`src/gat_pkg.sv`:
```
// ----------------------------------------------------------------------------
// gat_pkg: shared definitions for the geared encoder angle tracker
// Field widths, Q16 angle constants, register indexes and reset values.
// ----------------------------------------------------------------------------
package gat_pkg;

  // Default encoder steps per turn.
  localparam int ENC_FULL_SCALE_DEF = 8191;

  // Field and port widths.
  localparam int CODE_W     = 16;
  localparam int ANGLE_W    = 48;
  localparam int SPEED_W    = 32;
  localparam int RATIO_W    = 17;
  localparam int CFG_IDX_W  = 2;
  localparam int CFG_DATA_W = 17;

  // Angles in Q16 degrees.
  localparam int DEG150_Q = 150 * 65536;
  localparam int DEG180_Q = 180 * 65536;
  localparam int DEG360_Q = 360 * 65536;

  // Reciprocal gear ratio after reset: ratio one.
  localparam logic [RATIO_W-1:0] RATIO_RESET = 17'h1_0000;

  // Configuration register indexes.
  typedef enum logic [CFG_IDX_W-1:0] {
    CFG_REVERSE   = 2'd0,
    CFG_INV_RATIO = 2'd1,
    CFG_MULTITURN = 2'd2
  } cfg_idx_t;

endpackage

```
`src/gat_if.sv`:
```
// ----------------------------------------------------------------------------
// gat_if: stream interfaces of the angle tracker
// One interface for feedback frame words and one for result words.
// ----------------------------------------------------------------------------
interface gat_in_if;
  import gat_pkg::*;

  logic                     valid;
  logic                     ready;
  logic signed [CODE_W-1:0] angle_code;
  logic signed [CODE_W-1:0] speed_code;

  modport source (output valid, output angle_code, output speed_code, input ready);
  modport sink   (input valid, input angle_code, input speed_code, output ready);
endinterface

interface gat_out_if;
  import gat_pkg::*;

  logic                      valid;
  logic                      ready;
  logic signed [ANGLE_W-1:0] output_angle;
  logic signed [SPEED_W-1:0] output_speed;

  modport source (output valid, output output_angle, output output_speed, input ready);
  modport sink   (input valid, input output_angle, input output_speed, output ready);
endinterface

```
`src/geared_encoder_angle_tracker.sv`:
```
// ----------------------------------------------------------------------------
// geared_encoder_angle_tracker: multi-turn output angle from encoder frames
// Scales each encoder code to Q16 degrees, unwraps the step from the last
// motor angle, scales it by the reciprocal gear ratio and accumulates or
// wraps the output angle. Speed is the speed code times the reciprocal ratio.
//
//   Channel | Dir | Handshake             | Word
//   in_ch   | in  | valid/ready           | angle_code, speed_code
//   out_ch  | out | valid/ready           | output_angle, output_speed
//   cfg_*   | in  | cfg_we (no back-pres.) | cfg_idx, cfg_wdata
//
// One word is in flight at a time: a new word is accepted only after the
// result of the last one is written. The path runs the 40-step serial angle
// divider, the 17-step serial ratio multiplier and the sequencing states.
// In wrap mode a sum beyond half a turn adds a 49-step serial modulo by 360
// and a hand-off. in_ch.ready is high whenever no word is in flight, even
// while a result waits in the output register; a stalled output holds the
// block before it writes the next result. Reset sets the state, tracked
// angles, valid flag and configuration; working registers are not reset.
// ----------------------------------------------------------------------------
module geared_encoder_angle_tracker #(
  parameter int ENCODER_FULL_SCALE = gat_pkg::ENC_FULL_SCALE_DEF
) (
  input  logic                           clk,
  input  logic                           rst_n,
  input  logic                           cfg_we,
  input  logic [gat_pkg::CFG_IDX_W-1:0]  cfg_idx,
  input  logic [gat_pkg::CFG_DATA_W-1:0] cfg_wdata,
  gat_in_if.sink                         in_ch,
  gat_out_if.source                      out_ch
);
  import gat_pkg::*;

  // Widths of the serial units and intermediate values.
  localparam int MDVD_W  = 40;              // code * 360 * 2^16 plus rounding
  localparam int MDVS_W  = 16;              // encoder full scale
  localparam int MOT_W   = 32;              // motor angle
  localparam int DIFF_W  = MOT_W + 2;
  localparam int DMAG_W  = MOT_W + 1;
  localparam int APROD_W = DMAG_W + RATIO_W;
  localparam int SPROD_W = CODE_W + RATIO_W;
  localparam int SCL_W   = APROD_W - 16 + 1;
  localparam int SUM_W   = ANGLE_W + 1;
  localparam int WDVS_W  = 25;              // 360 degrees in Q16
  localparam int HALF_FS = ENCODER_FULL_SCALE / 2;

  localparam logic signed [DIFF_W-1:0]  DIFF_LIM  = DIFF_W'(DEG150_Q);
  localparam logic signed [DIFF_W-1:0]  DIFF_TURN = DIFF_W'(DEG360_Q);
  localparam logic signed [SUM_W-1:0]   SUM_HALF  = SUM_W'(DEG180_Q);
  localparam logic signed [ANGLE_W-1:0] ACC_HALF  = ANGLE_W'(DEG180_Q);
  localparam logic signed [ANGLE_W-1:0] ACC_MAX   = {1'b0, {(ANGLE_W-1){1'b1}}};
  localparam logic signed [ANGLE_W-1:0] ACC_MIN   = {1'b1, {(ANGLE_W-1){1'b0}}};
  localparam logic signed [MOT_W-1:0]   MOT_MAX   = {1'b0, {(MOT_W-1){1'b1}}};
  localparam logic signed [MOT_W-1:0]   MOT_MIN   = {1'b1, {(MOT_W-1){1'b0}}};

  typedef enum logic [8:0] {
    S_IDLE = 9'b000000001,
    S_DIV  = 9'b000000010,
    S_DIFF = 9'b000000100,
    S_WRAP = 9'b000001000,
    S_MUL  = 9'b000010000,
    S_SUM  = 9'b000100000,
    S_FIX  = 9'b001000000,
    S_MOD  = 9'b010000000,
    S_OUT  = 9'b100000000
  } st_t;

  // Configuration registers.
  logic               rev_r;
  logic [RATIO_W-1:0] inv_r;
  logic               mt_r;

  always_ff @(posedge clk) begin
    if (!rst_n) begin
      rev_r <= 1'b0;
      inv_r <= RATIO_RESET;
      mt_r  <= 1'b0;
    end else if (cfg_we) begin
      case (cfg_idx_t'(cfg_idx))
        CFG_REVERSE:   rev_r <= cfg_wdata[0];
        CFG_INV_RATIO: inv_r <= cfg_wdata[RATIO_W-1:0];
        CFG_MULTITURN: mt_r  <= cfg_wdata[0];
        default: ;
      endcase
    end
  end

  // Sequencer and datapath registers.
  st_t                      st_r, st_nxt;
  logic                     code_neg_r, code_neg_nxt;
  logic                     spd_neg_r, spd_neg_nxt;
  logic signed [MOT_W-1:0]  motor_r, motor_nxt;
  logic signed [MOT_W-1:0]  prev_r, prev_nxt;
  logic signed [DIFF_W-1:0] diff_r, diff_nxt;
  logic                     ang_neg_r, ang_neg_nxt;
  logic [SCL_W-1:0]         scl_r, scl_nxt;
  logic signed [SUM_W-1:0]  sum_r, sum_nxt;
  logic                     wrap_pos_r, wrap_pos_nxt;
  logic signed [ANGLE_W-1:0] acc_r, acc_nxt;
  logic                     out_valid_r, out_valid_nxt;
  logic signed [ANGLE_W-1:0] out_angle_r, out_angle_nxt;
  logic signed [SPEED_W-1:0] out_speed_r, out_speed_nxt;

  // Serial unit connections.
  logic                     in_fire;
  logic                     out_load;
  logic [CODE_W-1:0]        code_mag;
  logic [CODE_W-1:0]        spd_mag;
  logic [23:0]              code_deg;
  logic [MDVD_W-1:0]        mdiv_dvd;
  logic                     mdiv_done;
  logic [MDVD_W-1:0]        mdiv_quo;
  logic                     smul_done;
  logic [SPROD_W-1:0]       sprod;
  logic                     amul_start;
  logic [DMAG_W-1:0]        amul_mcand;
  logic                     amul_done;
  logic [APROD_W-1:0]       aprod;
  logic                     wdiv_start;
  logic [SUM_W-1:0]         wdiv_dvd;
  logic                     wdiv_done;
  logic [WDVS_W-1:0]        wrem;

  // Combinational helpers.
  logic                     mot_neg;
  logic signed [MOT_W-1:0]  motor_sat;
  logic signed [DIFF_W-1:0] diff_w;
  logic signed [DIFF_W-1:0] diff_abs;
  logic signed [SUM_W-1:0]  acc_ext;
  logic signed [SUM_W-1:0]  scl_ext;
  logic                     wrap_hi;
  logic                     wrap_lo;
  logic signed [SUM_W-1:0]  u_hi;
  logic signed [SUM_W-1:0]  u_lo;
  logic signed [ANGLE_W-1:0] rem_ext;
  logic signed [ANGLE_W-1:0] acc_mod;
  logic                     spd_neg_eff;
  logic signed [SPEED_W-1:0] speed_sat;

  assign in_fire  = in_ch.valid && in_ch.ready;
  assign out_load = (st_r == S_OUT) && (!out_valid_r || out_ch.ready);

  // Magnitudes of the frame codes and the scaled angle dividend.
  assign code_mag = in_ch.angle_code[CODE_W-1] ? -in_ch.angle_code : in_ch.angle_code;
  assign spd_mag  = in_ch.speed_code[CODE_W-1] ? -in_ch.speed_code : in_ch.speed_code;
  assign code_deg = {8'b0, code_mag} * 24'd360;
  assign mdiv_dvd = {code_deg, 16'b0} + MDVD_W'(HALF_FS);

  // Motor angle with sign applied and held to 32 bits.
  assign mot_neg = code_neg_r ^ rev_r;
  always_comb begin
    if (!mot_neg) begin
      motor_sat = (mdiv_quo > MDVD_W'(MOT_MAX)) ? MOT_MAX : mdiv_quo[MOT_W-1:0];
    end else begin
      motor_sat = (mdiv_quo > {{(MDVD_W-MOT_W){1'b0}}, MOT_MIN}) ? MOT_MIN
                                                                 : -mdiv_quo[MOT_W-1:0];
    end
  end

  // Unwrap the step once by a full turn and take its magnitude.
  always_comb begin
    if (diff_r > DIFF_LIM) begin
      diff_w = diff_r - DIFF_TURN;
    end else if (diff_r < -DIFF_LIM) begin
      diff_w = diff_r + DIFF_TURN;
    end else begin
      diff_w = diff_r;
    end
    diff_abs = diff_w[DIFF_W-1] ? -diff_w : diff_w;
  end
  assign amul_mcand = diff_abs[DMAG_W-1:0];

  // Output angle sum and the half-turn fold.
  assign acc_ext = {acc_r[ANGLE_W-1], acc_r};
  assign scl_ext = {{(SUM_W-SCL_W){1'b0}}, scl_r};
  assign wrap_hi = (sum_r > SUM_HALF);
  assign wrap_lo = (sum_r < -SUM_HALF);
  assign u_hi    = sum_r - SUM_HALF;
  assign u_lo    = -SUM_HALF - sum_r;
  assign wdiv_dvd = wrap_hi ? u_hi : u_lo;

  // A zero remainder lands exactly on the half-turn edge.
  assign rem_ext = {{(ANGLE_W-WDVS_W){1'b0}}, wrem};
  always_comb begin
    if (wrem == '0) begin
      acc_mod = wrap_pos_r ? ACC_HALF : -ACC_HALF;
    end else begin
      acc_mod = wrap_pos_r ? (rem_ext - ACC_HALF) : (ACC_HALF - rem_ext);
    end
  end

  // Speed with sign applied and held to 32 bits.
  assign spd_neg_eff = spd_neg_r ^ rev_r;
  always_comb begin
    if (!spd_neg_eff) begin
      speed_sat = (sprod > SPROD_W'(MOT_MAX)) ? MOT_MAX : sprod[SPEED_W-1:0];
    end else begin
      speed_sat = (sprod > {{(SPROD_W-SPEED_W){1'b0}}, MOT_MIN}) ? MOT_MIN
                                                                 : -sprod[SPEED_W-1:0];
    end
  end

  // Sequencer.
  always_comb begin
    st_nxt        = st_r;
    code_neg_nxt  = code_neg_r;
    spd_neg_nxt   = spd_neg_r;
    motor_nxt     = motor_r;
    prev_nxt      = prev_r;
    diff_nxt      = diff_r;
    ang_neg_nxt   = ang_neg_r;
    scl_nxt       = scl_r;
    sum_nxt       = sum_r;
    wrap_pos_nxt  = wrap_pos_r;
    acc_nxt       = acc_r;
    out_valid_nxt = out_valid_r && !out_ch.ready;
    out_angle_nxt = out_angle_r;
    out_speed_nxt = out_speed_r;
    amul_start    = 1'b0;
    wdiv_start    = 1'b0;

    case (st_r)
      S_IDLE: begin
        if (in_fire) begin
          code_neg_nxt = in_ch.angle_code[CODE_W-1];
          spd_neg_nxt  = in_ch.speed_code[CODE_W-1];
          st_nxt       = S_DIV;
        end
      end
      S_DIV: begin
        if (mdiv_done) begin
          motor_nxt = motor_sat;
          st_nxt    = S_DIFF;
        end
      end
      S_DIFF: begin
        diff_nxt = {{2{motor_r[MOT_W-1]}}, motor_r} - {{2{prev_r[MOT_W-1]}}, prev_r};
        st_nxt   = S_WRAP;
      end
      S_WRAP: begin
        ang_neg_nxt = diff_w[DIFF_W-1];
        amul_start  = 1'b1;
        st_nxt      = S_MUL;
      end
      S_MUL: begin
        if (amul_done) begin
          // Round half away from zero on the magnitude.
          scl_nxt = SCL_W'(aprod[APROD_W-1:16]) + SCL_W'(aprod[15]);
          st_nxt  = S_SUM;
        end
      end
      S_SUM: begin
        sum_nxt = ang_neg_r ? (acc_ext - scl_ext) : (acc_ext + scl_ext);
        st_nxt  = S_FIX;
      end
      S_FIX: begin
        if (mt_r) begin
          if (sum_r[SUM_W-1] != sum_r[ANGLE_W-1]) begin
            acc_nxt = sum_r[SUM_W-1] ? ACC_MIN : ACC_MAX;
          end else begin
            acc_nxt = sum_r[ANGLE_W-1:0];
          end
          st_nxt = S_OUT;
        end else if (wrap_hi || wrap_lo) begin
          wrap_pos_nxt = wrap_hi;
          wdiv_start   = 1'b1;
          st_nxt       = S_MOD;
        end else begin
          acc_nxt = sum_r[ANGLE_W-1:0];
          st_nxt  = S_OUT;
        end
      end
      S_MOD: begin
        if (wdiv_done) begin
          acc_nxt = acc_mod;
          st_nxt  = S_OUT;
        end
      end
      S_OUT: begin
        if (out_load) begin
          out_valid_nxt = 1'b1;
          out_angle_nxt = acc_r;
          out_speed_nxt = speed_sat;
          prev_nxt      = motor_r;
          st_nxt        = S_IDLE;
        end
      end
      default: begin
        st_nxt = S_IDLE;
      end
    endcase
  end

  // Control state and tracked angles.
  always_ff @(posedge clk) begin
    if (!rst_n) begin
      st_r        <= S_IDLE;
      out_valid_r <= 1'b0;
      prev_r      <= '0;
      acc_r       <= '0;
    end else begin
      st_r        <= st_nxt;
      out_valid_r <= out_valid_nxt;
      prev_r      <= prev_nxt;
      acc_r       <= acc_nxt;
    end
  end

  // Working values of the word in flight and the output word.
  always_ff @(posedge clk) begin
    code_neg_r  <= code_neg_nxt;
    spd_neg_r   <= spd_neg_nxt;
    motor_r     <= motor_nxt;
    diff_r      <= diff_nxt;
    ang_neg_r   <= ang_neg_nxt;
    scl_r       <= scl_nxt;
    sum_r       <= sum_nxt;
    wrap_pos_r  <= wrap_pos_nxt;
    out_angle_r <= out_angle_nxt;
    out_speed_r <= out_speed_nxt;
  end

  // Code to motor angle: serial division by the encoder full scale.
  gat_div #(
    .DVD_W (MDVD_W),
    .DVS_W (MDVS_W)
  ) u_mdiv (
    .clk       (clk),
    .rst_n     (rst_n),
    .start     (in_fire),
    .dividend  (mdiv_dvd),
    .divisor   (MDVS_W'(ENCODER_FULL_SCALE)),
    .done      (mdiv_done),
    .quotient  (mdiv_quo),
    .remainder ()
  );

  // Speed magnitude times the reciprocal ratio.
  gat_mul #(
    .MA_W (CODE_W),
    .MB_W (RATIO_W)
  ) u_smul (
    .clk     (clk),
    .rst_n   (rst_n),
    .start   (in_fire),
    .mcand   (spd_mag),
    .mplier  (inv_r),
    .done    (smul_done),
    .product (sprod)
  );

  // Angle step magnitude times the reciprocal ratio.
  gat_mul #(
    .MA_W (DMAG_W),
    .MB_W (RATIO_W)
  ) u_amul (
    .clk     (clk),
    .rst_n   (rst_n),
    .start   (amul_start),
    .mcand   (amul_mcand),
    .mplier  (inv_r),
    .done    (amul_done),
    .product (aprod)
  );

  // Fold into one turn: serial remainder by 360 degrees.
  gat_div #(
    .DVD_W (SUM_W),
    .DVS_W (WDVS_W)
  ) u_wdiv (
    .clk       (clk),
    .rst_n     (rst_n),
    .start     (wdiv_start),
    .dividend  (wdiv_dvd),
    .divisor   (WDVS_W'(DEG360_Q)),
    .done      (wdiv_done),
    .quotient  (),
    .remainder (wrem)
  );

  // Output ports.
  assign in_ch.ready         = (st_r == S_IDLE);
  assign out_ch.valid        = out_valid_r;
  assign out_ch.output_angle = out_angle_r;
  assign out_ch.output_speed = out_speed_r;

  // The angle divider finishes only while the sequencer waits for it.
  a_mdiv_in_div: assert property (@(posedge clk) disable iff (!rst_n)
    mdiv_done |-> (st_r == S_DIV))
    else $error("angle divider finished outside its wait state");

  // The speed product is ready long before the angle path needs it.
  a_smul_early: assert property (@(posedge clk) disable iff (!rst_n)
    smul_done |-> (st_r == S_DIV))
    else $error("speed multiplier finished after the angle division");

  // The fold remainder arrives only while the sequencer waits for it.
  a_wdiv_in_mod: assert property (@(posedge clk) disable iff (!rst_n)
    wdiv_done |-> (st_r == S_MOD))
    else $error("fold divider finished outside its wait state");

  // In wrap mode every written angle lies within half a turn.
  a_wrap_range: assert property (@(posedge clk) disable iff (!rst_n)
    (out_load && !mt_r) |-> ((acc_r <= ACC_HALF) && (acc_r >= -ACC_HALF)))
    else $error("wrapped output angle beyond half a turn");

endmodule

```
`src/gat_div.sv`:
```
// ----------------------------------------------------------------------------
// gat_div: bit-serial restoring divider
// Shifts the dividend in one bit per cycle, MSB first, and shifts quotient
// bits into the same register. Runs DVD_W steps after start.
// ----------------------------------------------------------------------------
module gat_div #(
  parameter int DVD_W = 40,
  parameter int DVS_W = 16
) (
  input  logic             clk,
  input  logic             rst_n,
  input  logic             start,
  input  logic [DVD_W-1:0] dividend,
  input  logic [DVS_W-1:0] divisor,
  output logic             done,
  output logic [DVD_W-1:0] quotient,
  output logic [DVS_W-1:0] remainder
);

  localparam int CNT_W = $clog2(DVD_W + 1);

  logic [DVD_W-1:0] dvd_r;
  logic [DVS_W-1:0] rem_r;
  logic [CNT_W-1:0] cnt_r;
  logic             done_r;

  logic [DVS_W:0]   trial;
  logic [DVS_W:0]   trial_sub;
  logic             ge;

  // One restoring step: bring down the next dividend bit and try the divisor.
  assign trial     = {rem_r, dvd_r[DVD_W-1]};
  assign trial_sub = trial - {1'b0, divisor};
  assign ge        = (trial >= {1'b0, divisor});

  // Datapath shift registers.
  always_ff @(posedge clk) begin
    if (start) begin
      dvd_r <= dividend;
      rem_r <= '0;
    end else if (cnt_r != '0) begin
      dvd_r <= {dvd_r[DVD_W-2:0], ge};
      rem_r <= ge ? trial_sub[DVS_W-1:0] : trial[DVS_W-1:0];
    end
  end

  // Step counter; done is high in the cycle the results are final.
  always_ff @(posedge clk) begin
    if (!rst_n) begin
      cnt_r  <= '0;
      done_r <= 1'b0;
    end else begin
      done_r <= !start && (cnt_r == CNT_W'(1));
      if (start) begin
        cnt_r <= CNT_W'(DVD_W);
      end else if (cnt_r != '0) begin
        cnt_r <= cnt_r - CNT_W'(1);
      end
    end
  end

  assign done      = done_r;
  assign quotient  = dvd_r;
  assign remainder = rem_r;

endmodule

```
`src/gat_mul.sv`:
```
// ----------------------------------------------------------------------------
// gat_mul: bit-serial shift-add multiplier
// Looks at one multiplier bit per cycle, LSB first, and shifts the partial
// product right. Runs MB_W steps after start.
// ----------------------------------------------------------------------------
module gat_mul #(
  parameter int MA_W = 16,
  parameter int MB_W = 17
) (
  input  logic                 clk,
  input  logic                 rst_n,
  input  logic                 start,
  input  logic [MA_W-1:0]      mcand,
  input  logic [MB_W-1:0]      mplier,
  output logic                 done,
  output logic [MA_W+MB_W-1:0] product
);

  localparam int CNT_W = $clog2(MB_W + 1);

  logic [MA_W-1:0]  a_r;
  logic [MA_W-1:0]  hi_r;
  logic [MB_W-1:0]  lo_r;
  logic [CNT_W-1:0] cnt_r;
  logic             done_r;

  logic [MA_W:0]    psum;

  // Add the multiplicand when the current multiplier bit is set.
  assign psum = {1'b0, hi_r} + (lo_r[0] ? {1'b0, a_r} : '0);

  // Partial product shift register.
  always_ff @(posedge clk) begin
    if (start) begin
      a_r  <= mcand;
      hi_r <= '0;
      lo_r <= mplier;
    end else if (cnt_r != '0) begin
      hi_r <= psum[MA_W:1];
      lo_r <= {psum[0], lo_r[MB_W-1:1]};
    end
  end

  // Step counter; done is high in the cycle the product is final.
  always_ff @(posedge clk) begin
    if (!rst_n) begin
      cnt_r  <= '0;
      done_r <= 1'b0;
    end else begin
      done_r <= !start && (cnt_r == CNT_W'(1));
      if (start) begin
        cnt_r <= CNT_W'(MB_W);
      end else if (cnt_r != '0) begin
        cnt_r <= cnt_r - CNT_W'(1);
      end
    end
  end

  assign done    = done_r;
  assign product = {hi_r, lo_r};

endmodule

```
`src/flat_wrapper.sv`:
```
// flat-port wrapper written by rule: the top's interface ports become plain ports
module geared_encoder_angle_tracker_flat import gat_pkg::*;
#(
  parameter int ENCODER_FULL_SCALE = gat_pkg::ENC_FULL_SCALE_DEF
)
  (clk, rst_n, cfg_we, cfg_idx, cfg_wdata, in_ch_valid, in_ch_angle_code, in_ch_speed_code, in_ch_ready, out_ch_valid, out_ch_output_angle, out_ch_output_speed, out_ch_ready);
  gat_in_if in_ch_i ();
  gat_out_if out_ch_i ();
  input  logic clk;
  input  logic rst_n;
  input  logic cfg_we;
  input  logic [gat_pkg::CFG_IDX_W-1:0] cfg_idx;
  input  logic [gat_pkg::CFG_DATA_W-1:0] cfg_wdata;
  input wire logic [$bits(in_ch_i.valid)-1:0] in_ch_valid;
  input wire logic [$bits(in_ch_i.angle_code)-1:0] in_ch_angle_code;
  input wire logic [$bits(in_ch_i.speed_code)-1:0] in_ch_speed_code;
  output wire logic [$bits(in_ch_i.ready)-1:0] in_ch_ready;
  output wire logic [$bits(out_ch_i.valid)-1:0] out_ch_valid;
  output wire logic [$bits(out_ch_i.output_angle)-1:0] out_ch_output_angle;
  output wire logic [$bits(out_ch_i.output_speed)-1:0] out_ch_output_speed;
  input wire logic [$bits(out_ch_i.ready)-1:0] out_ch_ready;
  assign in_ch_i.valid = in_ch_valid;
  assign in_ch_i.angle_code = in_ch_angle_code;
  assign in_ch_i.speed_code = in_ch_speed_code;
  assign in_ch_ready = in_ch_i.ready;
  assign out_ch_valid = out_ch_i.valid;
  assign out_ch_output_angle = out_ch_i.output_angle;
  assign out_ch_output_speed = out_ch_i.output_speed;
  assign out_ch_i.ready = out_ch_ready;
  geared_encoder_angle_tracker #(.ENCODER_FULL_SCALE(ENCODER_FULL_SCALE)) u_core (.clk(clk), .rst_n(rst_n), .cfg_we(cfg_we), .cfg_idx(cfg_idx), .cfg_wdata(cfg_wdata), .in_ch(in_ch_i), .out_ch(out_ch_i));
endmodule
```
`config.mk`:
```
export PLATFORM = sky130hd
export DESIGN_NAME = geared_encoder_angle_tracker_flat
export DESIGN_NICKNAME = d
export VERILOG_FILES = /design/src/gat_pkg.sv /design/src/gat_if.sv /design/src/geared_encoder_angle_tracker.sv /design/src/gat_div.sv /design/src/gat_mul.sv /design/src/flat_wrapper.sv
export SDC_FILE = /design/constraint.sdc
export NUM_CORES = 2
export LEC_CHECK = 0
export ABC_CLOCK_PERIOD_IN_PS = 7600
export BUFFER_PORTS_ARGS = -buffer_cell sky130_fd_sc_hd__clkbuf_2
export CAP_MARGIN = 5
export CORE_ASPECT_RATIO = 1.75
export CORE_MARGIN = 2
export CORE_UTILIZATION = 30
export DETAILED_ROUTE_END_ITERATION = 6
export GPL_ROUTABILITY_DRIVEN = 0
export GPL_TIMING_DRIVEN = 0
export PLACE_DENSITY = 0.46
export SYNTH_ARGS = -nofsm -noshare
export SYNTH_HDL_FRONTEND = slang
export SYNTH_HIERARCHICAL = 1
export SYNTH_SLANG_ARGS = --single-unit
```
`constraint.sdc`:
```
create_clock -name clk -period 7.6 [get_ports clk]
set_clock_uncertainty 0.2 [all_clocks]
set_input_delay 0 -clock clk [delete_from_list [all_inputs] [get_ports clk]]
set_output_delay 0 -clock clk [all_outputs]
set_load 0.005 [all_outputs]
```
# --- After elaboration in Yosys (flattened, before gate mapping) ---
# Cells that the tools add are included.
totals:
  word_cells: 192
  reg_bits: 630
op_classes:
  muxes: 56
  add_sub_neg: 24
  n_eq_ne: 21
  reduce_logical: 37
  magnitude_cmp: 10
  mul: 1
  bitwise_logic: 4
op_table:
  columns: ["cell", "count"]
  rows:
  - ["two-way mux 48 bit", 8]
  - ["two-way mux 49 bit", 4]
  - ["two-way mux 32 bit", 6]
  - ["one-hot mux 48 bit (2 select lines)", 1]
  - ["one-hot mux 9 bit (9 select lines)", 1]
  - ["two-way mux 40 bit", 2]
  - ["two-way mux 17 bit", 4]
  - ["two-way mux 34 bit", 2]
  - ["two-way mux 33 bit", 2]
  - ["negator 32 bit", 2]
  - ["two-way mux 9 bit", 7]
  - ["adder 48 x 36 -> 49 bit", 1]
  - ["greater-than comparator 49 x 25 -> 1 bit (second input constant)", 1]
  - ["less-than comparator 49 x 25 -> 1 bit (second input constant)", 1]
  - ["subtractor 25 x 49 -> 49 bit (first input constant)", 1]
  - ["subtractor 48 x 36 -> 49 bit", 1]
  - ["subtractor 49 x 25 -> 49 bit (second input constant)", 1]
  - ["two-way mux 16 bit", 3]
  - ["adder 40 x 12 -> 40 bit (second input constant)", 1]
  - ["greater-than comparator 40 x 31 -> 1 bit (second input constant)", 1]
  - ["greater-than comparator 40 x 32 -> 1 bit (second input constant)", 1]
  - ["adder 34 x 1 -> 35 bit", 1]
  - ["adder 33 x 34 -> 34 bit", 1]
  - ["adder 34 x 26 -> 34 bit (second input constant)", 1]
  - ["other kinds (54)", 99]

# --- Logic depth before layout (Yosys ltp) ---
logic_depth:
  ltp_word: 7
  mapped_depth: 24

# --- By module ---
# Netlist, hierarchy kept.
by_module_without_submodules:
  columns: ["mod", "cells_each", "instances", "area_per_inst_um2"]
  rows:
  - ["geared_encoder_angle_tracker", 2902, 1, 25426.9]
  - ["gat_mul (u_core.u_amul)", 553, 1, 5303.8]
  - ["gat_div (u_core.u_wdiv)", 496, 1, 5018.6]
  - ["gat_div (u_core.u_mdiv)", 341, 1, 3633.5]
  - ["gat_mul (u_core.u_smul)", 262, 1, 2851.5]

# --- Worst setup path before layout ---
# Ideal clock, no wire load.
synth_path:
  kind: "flip-flop to flip-flop"
  startpoint: "reg u_core.st_r[4]"
  endpoint: "reg u_core.u_amul.lo_r[0] (enable)"
  synth_period_minus_slack_ps: 6414
  path_stages_with_launch: 7
  n_path_buf: 1
  arrival_ps: 5845
  setup_slack_ps: 1186
  path_cell_list: "dfxtp_1 > nor4_1 > nand2b_1 > nor4_1 > nor2_1 > clkbuf_1 > inv_1"
synth_between:
  elab_chain_cells: 3
synth_lines:
  columns: ["item", "line_no", "source"]
  rows:
  - ["start: declaration", "geared_encoder_angle_tracker.sv:89", "st_t st_r, st_nxt;"]
  - ["start signal: assignment", "geared_encoder_angle_tracker.sv:302", "st_r <= st_nxt;"]
  - ["equality test 9 x 4 -> 1 bit", "geared_encoder_angle_tracker.sv:222", "case (st_r)"]
  - ["two-way mux 1 bit", "geared_encoder_angle_tracker.sv:222", null]
  - ["named net u_core.amul_start", "geared_encoder_angle_tracker.sv:115", "logic amul_start;"]
  - ["nonzero test 2 bit (no source line)", null, null]
  - ["end signal: assignment", "gat_mul.sv:37", "lo_r <= mplier;"]
  - ["end signal: assignment", "gat_mul.sv:40", "lo_r <= {psum[0], lo_r[MB_W-1:1]};"]
  - ["end: declaration", "gat_mul.sv:23", "logic [MB_W-1:0] lo_r;"]
# The timed path passes the listed nets, and every way through them passes these cells.
# A chain may end at the register's enable or synchronous reset.

# --- Final worst setup path ---
layout_path:
  startpoint: "reg u_core.scl_r[2]"
  endpoint: "reg u_core.sum_r[46] (data pin)"
layout_between:
  elab_chain_cells: 2
  elab_cells_between_ends: 3
  cone_classes: "add/sub (2); mux (1)"
layout_lines:
  columns: ["item", "line_no", "source"]
  rows:
  - ["start: declaration", "geared_encoder_angle_tracker.sv:96", "logic [SCL_W-1:0] scl_r, scl_nxt;"]
  - ["start signal: assignment", "geared_encoder_angle_tracker.sv:316", "scl_r <= scl_nxt;"]
  - ["adder 48 x 36 -> 49 bit / subtractor 48 x 36 -> 49 bit (equally long branches)", "geared_encoder_angle_tracker.sv:253", "sum_nxt = ang_neg_r ? (acc_ext - scl_ext) : (acc_ext + scl_ext);"]
  - ["two-way mux 49 bit (*)", "geared_encoder_angle_tracker.sv:253", null]
  - ["end signal: assignment", "geared_encoder_angle_tracker.sv:317", "sum_r <= sum_nxt;"]
  - ["end: declaration", "geared_encoder_angle_tracker.sv:97", "logic signed [SUM_W-1:0] sum_r, sum_nxt;"]
# Every way passes the cells marked *; elsewhere a longest branch is shown, timed or not.

==> metrics list <==
- Antenna violation net count after detailed routing: 0
- Post-route worst setup slack: 1.11 ns
* Boundary pin count: around 140
- GRT overflow: 0
- Slew HR: 13.0%
- Setup repair after global routing missed its margin: false
- Per-cell via count in the routed design: 5.06
- Prior to clock tree synthesis, the placed netlist has a worst setup slack of 1.05 ns.
- Total vias in the final route: 34574
- Routed wire length: 126000 um
- Cell area after layout: 48900 um^2
- The number of clock buffers added by TritonCTS is 70.
- The critical path is of the reg2reg type.
- Initial antenna violation count: 4
- In this run the vertical extent of the chip is 500 um.
- Global routing used 17.3% of the available tracks across all layers.
* Core Rows: around 180
- The number of global-route vias before repair is 35124.
- In this run the static leakage power is 18.6 nW.
- Worst hold-check path type: in2reg
- Dividing the final minimum period by the clock period gives 85.4%.
- The run finished with clean final reports.
- Critical Path Fanout Max: 10
- Element type at the critical path end: flip-flop
* Placed instance count: 6603
- Registers are responsible for 35.0% of the overall power.
- Total core area: between 100000 and 150000 um^2
- Final hold analysis gives a worst-case slack of 0.0596 ns.
* Data arrival time of the worst path: 6.71 ns
- The floorplan step defined a die boundary enclosing 144000 um^2.
* Number of DRC markers in iteration 0: 1585
- Summed over all nets, the switching power comes to 6.19 mW.
- The mapped netlist covers 42200 um^2.
* Net count reported at finish: roughly 5300
- Pin slew with the least headroom to its limit: 1.27 ns
* Logic gate share of total power: 42.5%
- Relative to the synthesized area, the layout overhead comes to 16.0%.
* Top achievable clock speed: 0.154 GHz
- The worst-case IR drop observed on VDD is 0.000180 V.
* Count of endpoints failing hold in the final timing report: 0
* Die Span X: 288 um
- Shortest period the worst path allows: about 6.5 ns
* Max-slew violations: 0
* Iteration count of the initial detailed-routing pass: 5
* Final HPWL from detailed placement: ~100000 um
- Summed over all failing endpoints, the final setup total negative slack is 0 ns.
* Total DRC errors in the routed layout: 0
* Avg Synthesized Cell Area: 9.27 um^2
- Number of max-cap violations: 0
* PwrDens: 317 nW/um^2
- Clock transition time at the flip-flop clock pins of the worst setup and hold paths: roughly 0.060 ns
* Placed standard-cell area: 45600 um^2
- The finished layout holds 6835 standard cells, fillers aside.
* TritonCTS clock tree: done
* Pin count of the biggest net entering global routing: 40
* Layout cells sized above 1: 10.2%
- The clock tree synthesis step divided the H-tree into 3 levels.
- Fraction of power spent switching nets: 39.9%
- The root buffer cell chosen for the clock tree is sky130_fd_sc_hd__clkbuf_16.
- Type of element launching the critical path: flip-flop
- Measured on the finished design, the core utilization comes to a little over a third.
* Maximum buffer depth of the clock tree: 3
- The internal portion of the total power is 9.31 mW.
* Total setup violations reported at the end of the flow: 0
- During placement, the flow inserted port buffers numbering 137.
- Yosys printed 6 warnings.
- Once the clock tree was built, the setup fixing pass inserted 0 buffers.
- Mean routed wirelength per cell: 18.4 um
- For the worst-skew pair, the clock arrives at the later sink with an insertion delay of around 0.67 ns.
- Data on the critical path is required at its endpoint by 7.82 ns.
- Post-synthesis instance total: 4551
- Overall Power: 15.5 mW
- Counting every sink on the clock net gives about 630.
* Clk pwr share: 22.5%
* Wire length of the first global-routing pass: 195000 um
- Starting utilization of the core area: 30.1%
==> worst paths after layout <==
kind	to	cells after the start	start	slack (ns)
worst min-delay path	u_core/u_smul/a_r[14]	3	in_ch_speed_code[14]	0.06
worst min register to register	u_core/prev_r[4]	2	u_core/prev_r[4]	0.26
worst max-delay path	u_core/sum_r[46]	17	u_core/scl_r[2]	1.11
worst max register to register	u_core/sum_r[46]	17	u_core/scl_r[2]	1.11
==> placed cells by master, fill, tap and decap left out, drive strengths merged, types with 43 or more instances in the layout <==
cell type and instances:
nand2 462, edfxtp 405, clkbuf 396, a21oi 326, nor2 300, xnor2 269, inv 264, o21ai 255
ha 244, dfxtp 224, nand3 146, mux2 122, xor2 114, nor3 113, dlygate4sd3 101, and2 85
a21o 77, a21boi 62, conb 61, o21a 57, o311ai 55, buf 55, a211oi 52, nor2b 51
nand4 49, nand2b 47, nor4 47, a31oi 43, or3 43
==> power by group through the flow <==
stage | Sequential [mW] | Combinational (mW) | Clock [mW]
after CTS | 5.43 | 6.62 | 3.63
after floorplan | 5.17 | 4.98 | 0
final | 5.42 | 6.59 | 3.49
after detailed placement | 5.50 | 6.55 | 0
after global routing | 5.54 | 7.37 | 3.74
after global placement | 5.53 | 6.45 | 0
==> layout make-up <==
class                   count  area, um^2
fillers                 14514       91100
flip-flops and latches    629       16600
multi-input cells        3527       24000
clock inverters            31         294
clock buffers              99        2010
diodes                      1        2.50
inverters                 255         957
plain buffers             199         836
repair buffers            254        1890
well taps                1840        2300
==> sequential cells by signal, summed over array words and instances, names as in the netlist, 17 cells and up <==
| signal | flops |
|---|---|
| u_core/u_amul/lo_r | 17 |
| u_core/diff_r | 33 |
| u_core/prev_r | 32 |
| u_core/acc_r | 48 |
| u_core/u_amul/hi_r | 33 |
| u_core/sum_r | 49 |
| u_core/out_ch.output_angle | 48 |
| u_core/u_amul/a_r | 33 |
| u_core/u_wdiv/quotient | 49 |
| u_core/motor_r | 32 |
| u_core/u_wdiv/remainder | 25 |
| u_core/inv_r | 17 |
| u_core/u_smul/lo_r | 17 |
| u_core/u_mdiv/quotient | 40 |
| u_core/out_ch.output_speed | 32 |
| u_core/scl_r | 35 |
==> per-layer routing <==
layer	global-route usage [%]	share of wire [%]	wire length, um
met4	8.37	4.8	6000
met2	34.9	56	70400
met1	16.8	36	45500
met5	0	0.035	44
met3	2.21	3.1	3920
==> worst max-delay path, stage by stage, from the launching register on <==
cell	delay, ns
sky130_fd_sc_hd__edfxtp_1	0.44
sky130_fd_sc_hd__nor4_1	0.71
sky130_fd_sc_hd__nand2_1	0.24
sky130_fd_sc_hd__nor2_1	0.33
sky130_fd_sc_hd__a31oi_1	0.23
sky130_fd_sc_hd__nor2_1	0.25
sky130_fd_sc_hd__clkbuf_1	0.63
sky130_fd_sc_hd__xor2_1	0.17
sky130_fd_sc_hd__ha_1	0.41
sky130_fd_sc_hd__a21o_1	0.21
sky130_fd_sc_hd__a21o_1	0.16
sky130_fd_sc_hd__a21oi_1	0.18
sky130_fd_sc_hd__a21oi_1	0.14
sky130_fd_sc_hd__a221o_1	0.36
sky130_fd_sc_hd__o41ai_1	0.62
sky130_fd_sc_hd__o2111ai_1	0.36
sky130_fd_sc_hd__a311oi_1	0.49
sky130_fd_sc_hd__xnor2_1	0.10
==> what timing repair did <==
item,4_1_cts,5_1_grt
endpoints found under the hold margin,115,0
hold buffers,101,0
resized for setup,0,0
(Power assumes the default switching activity.)
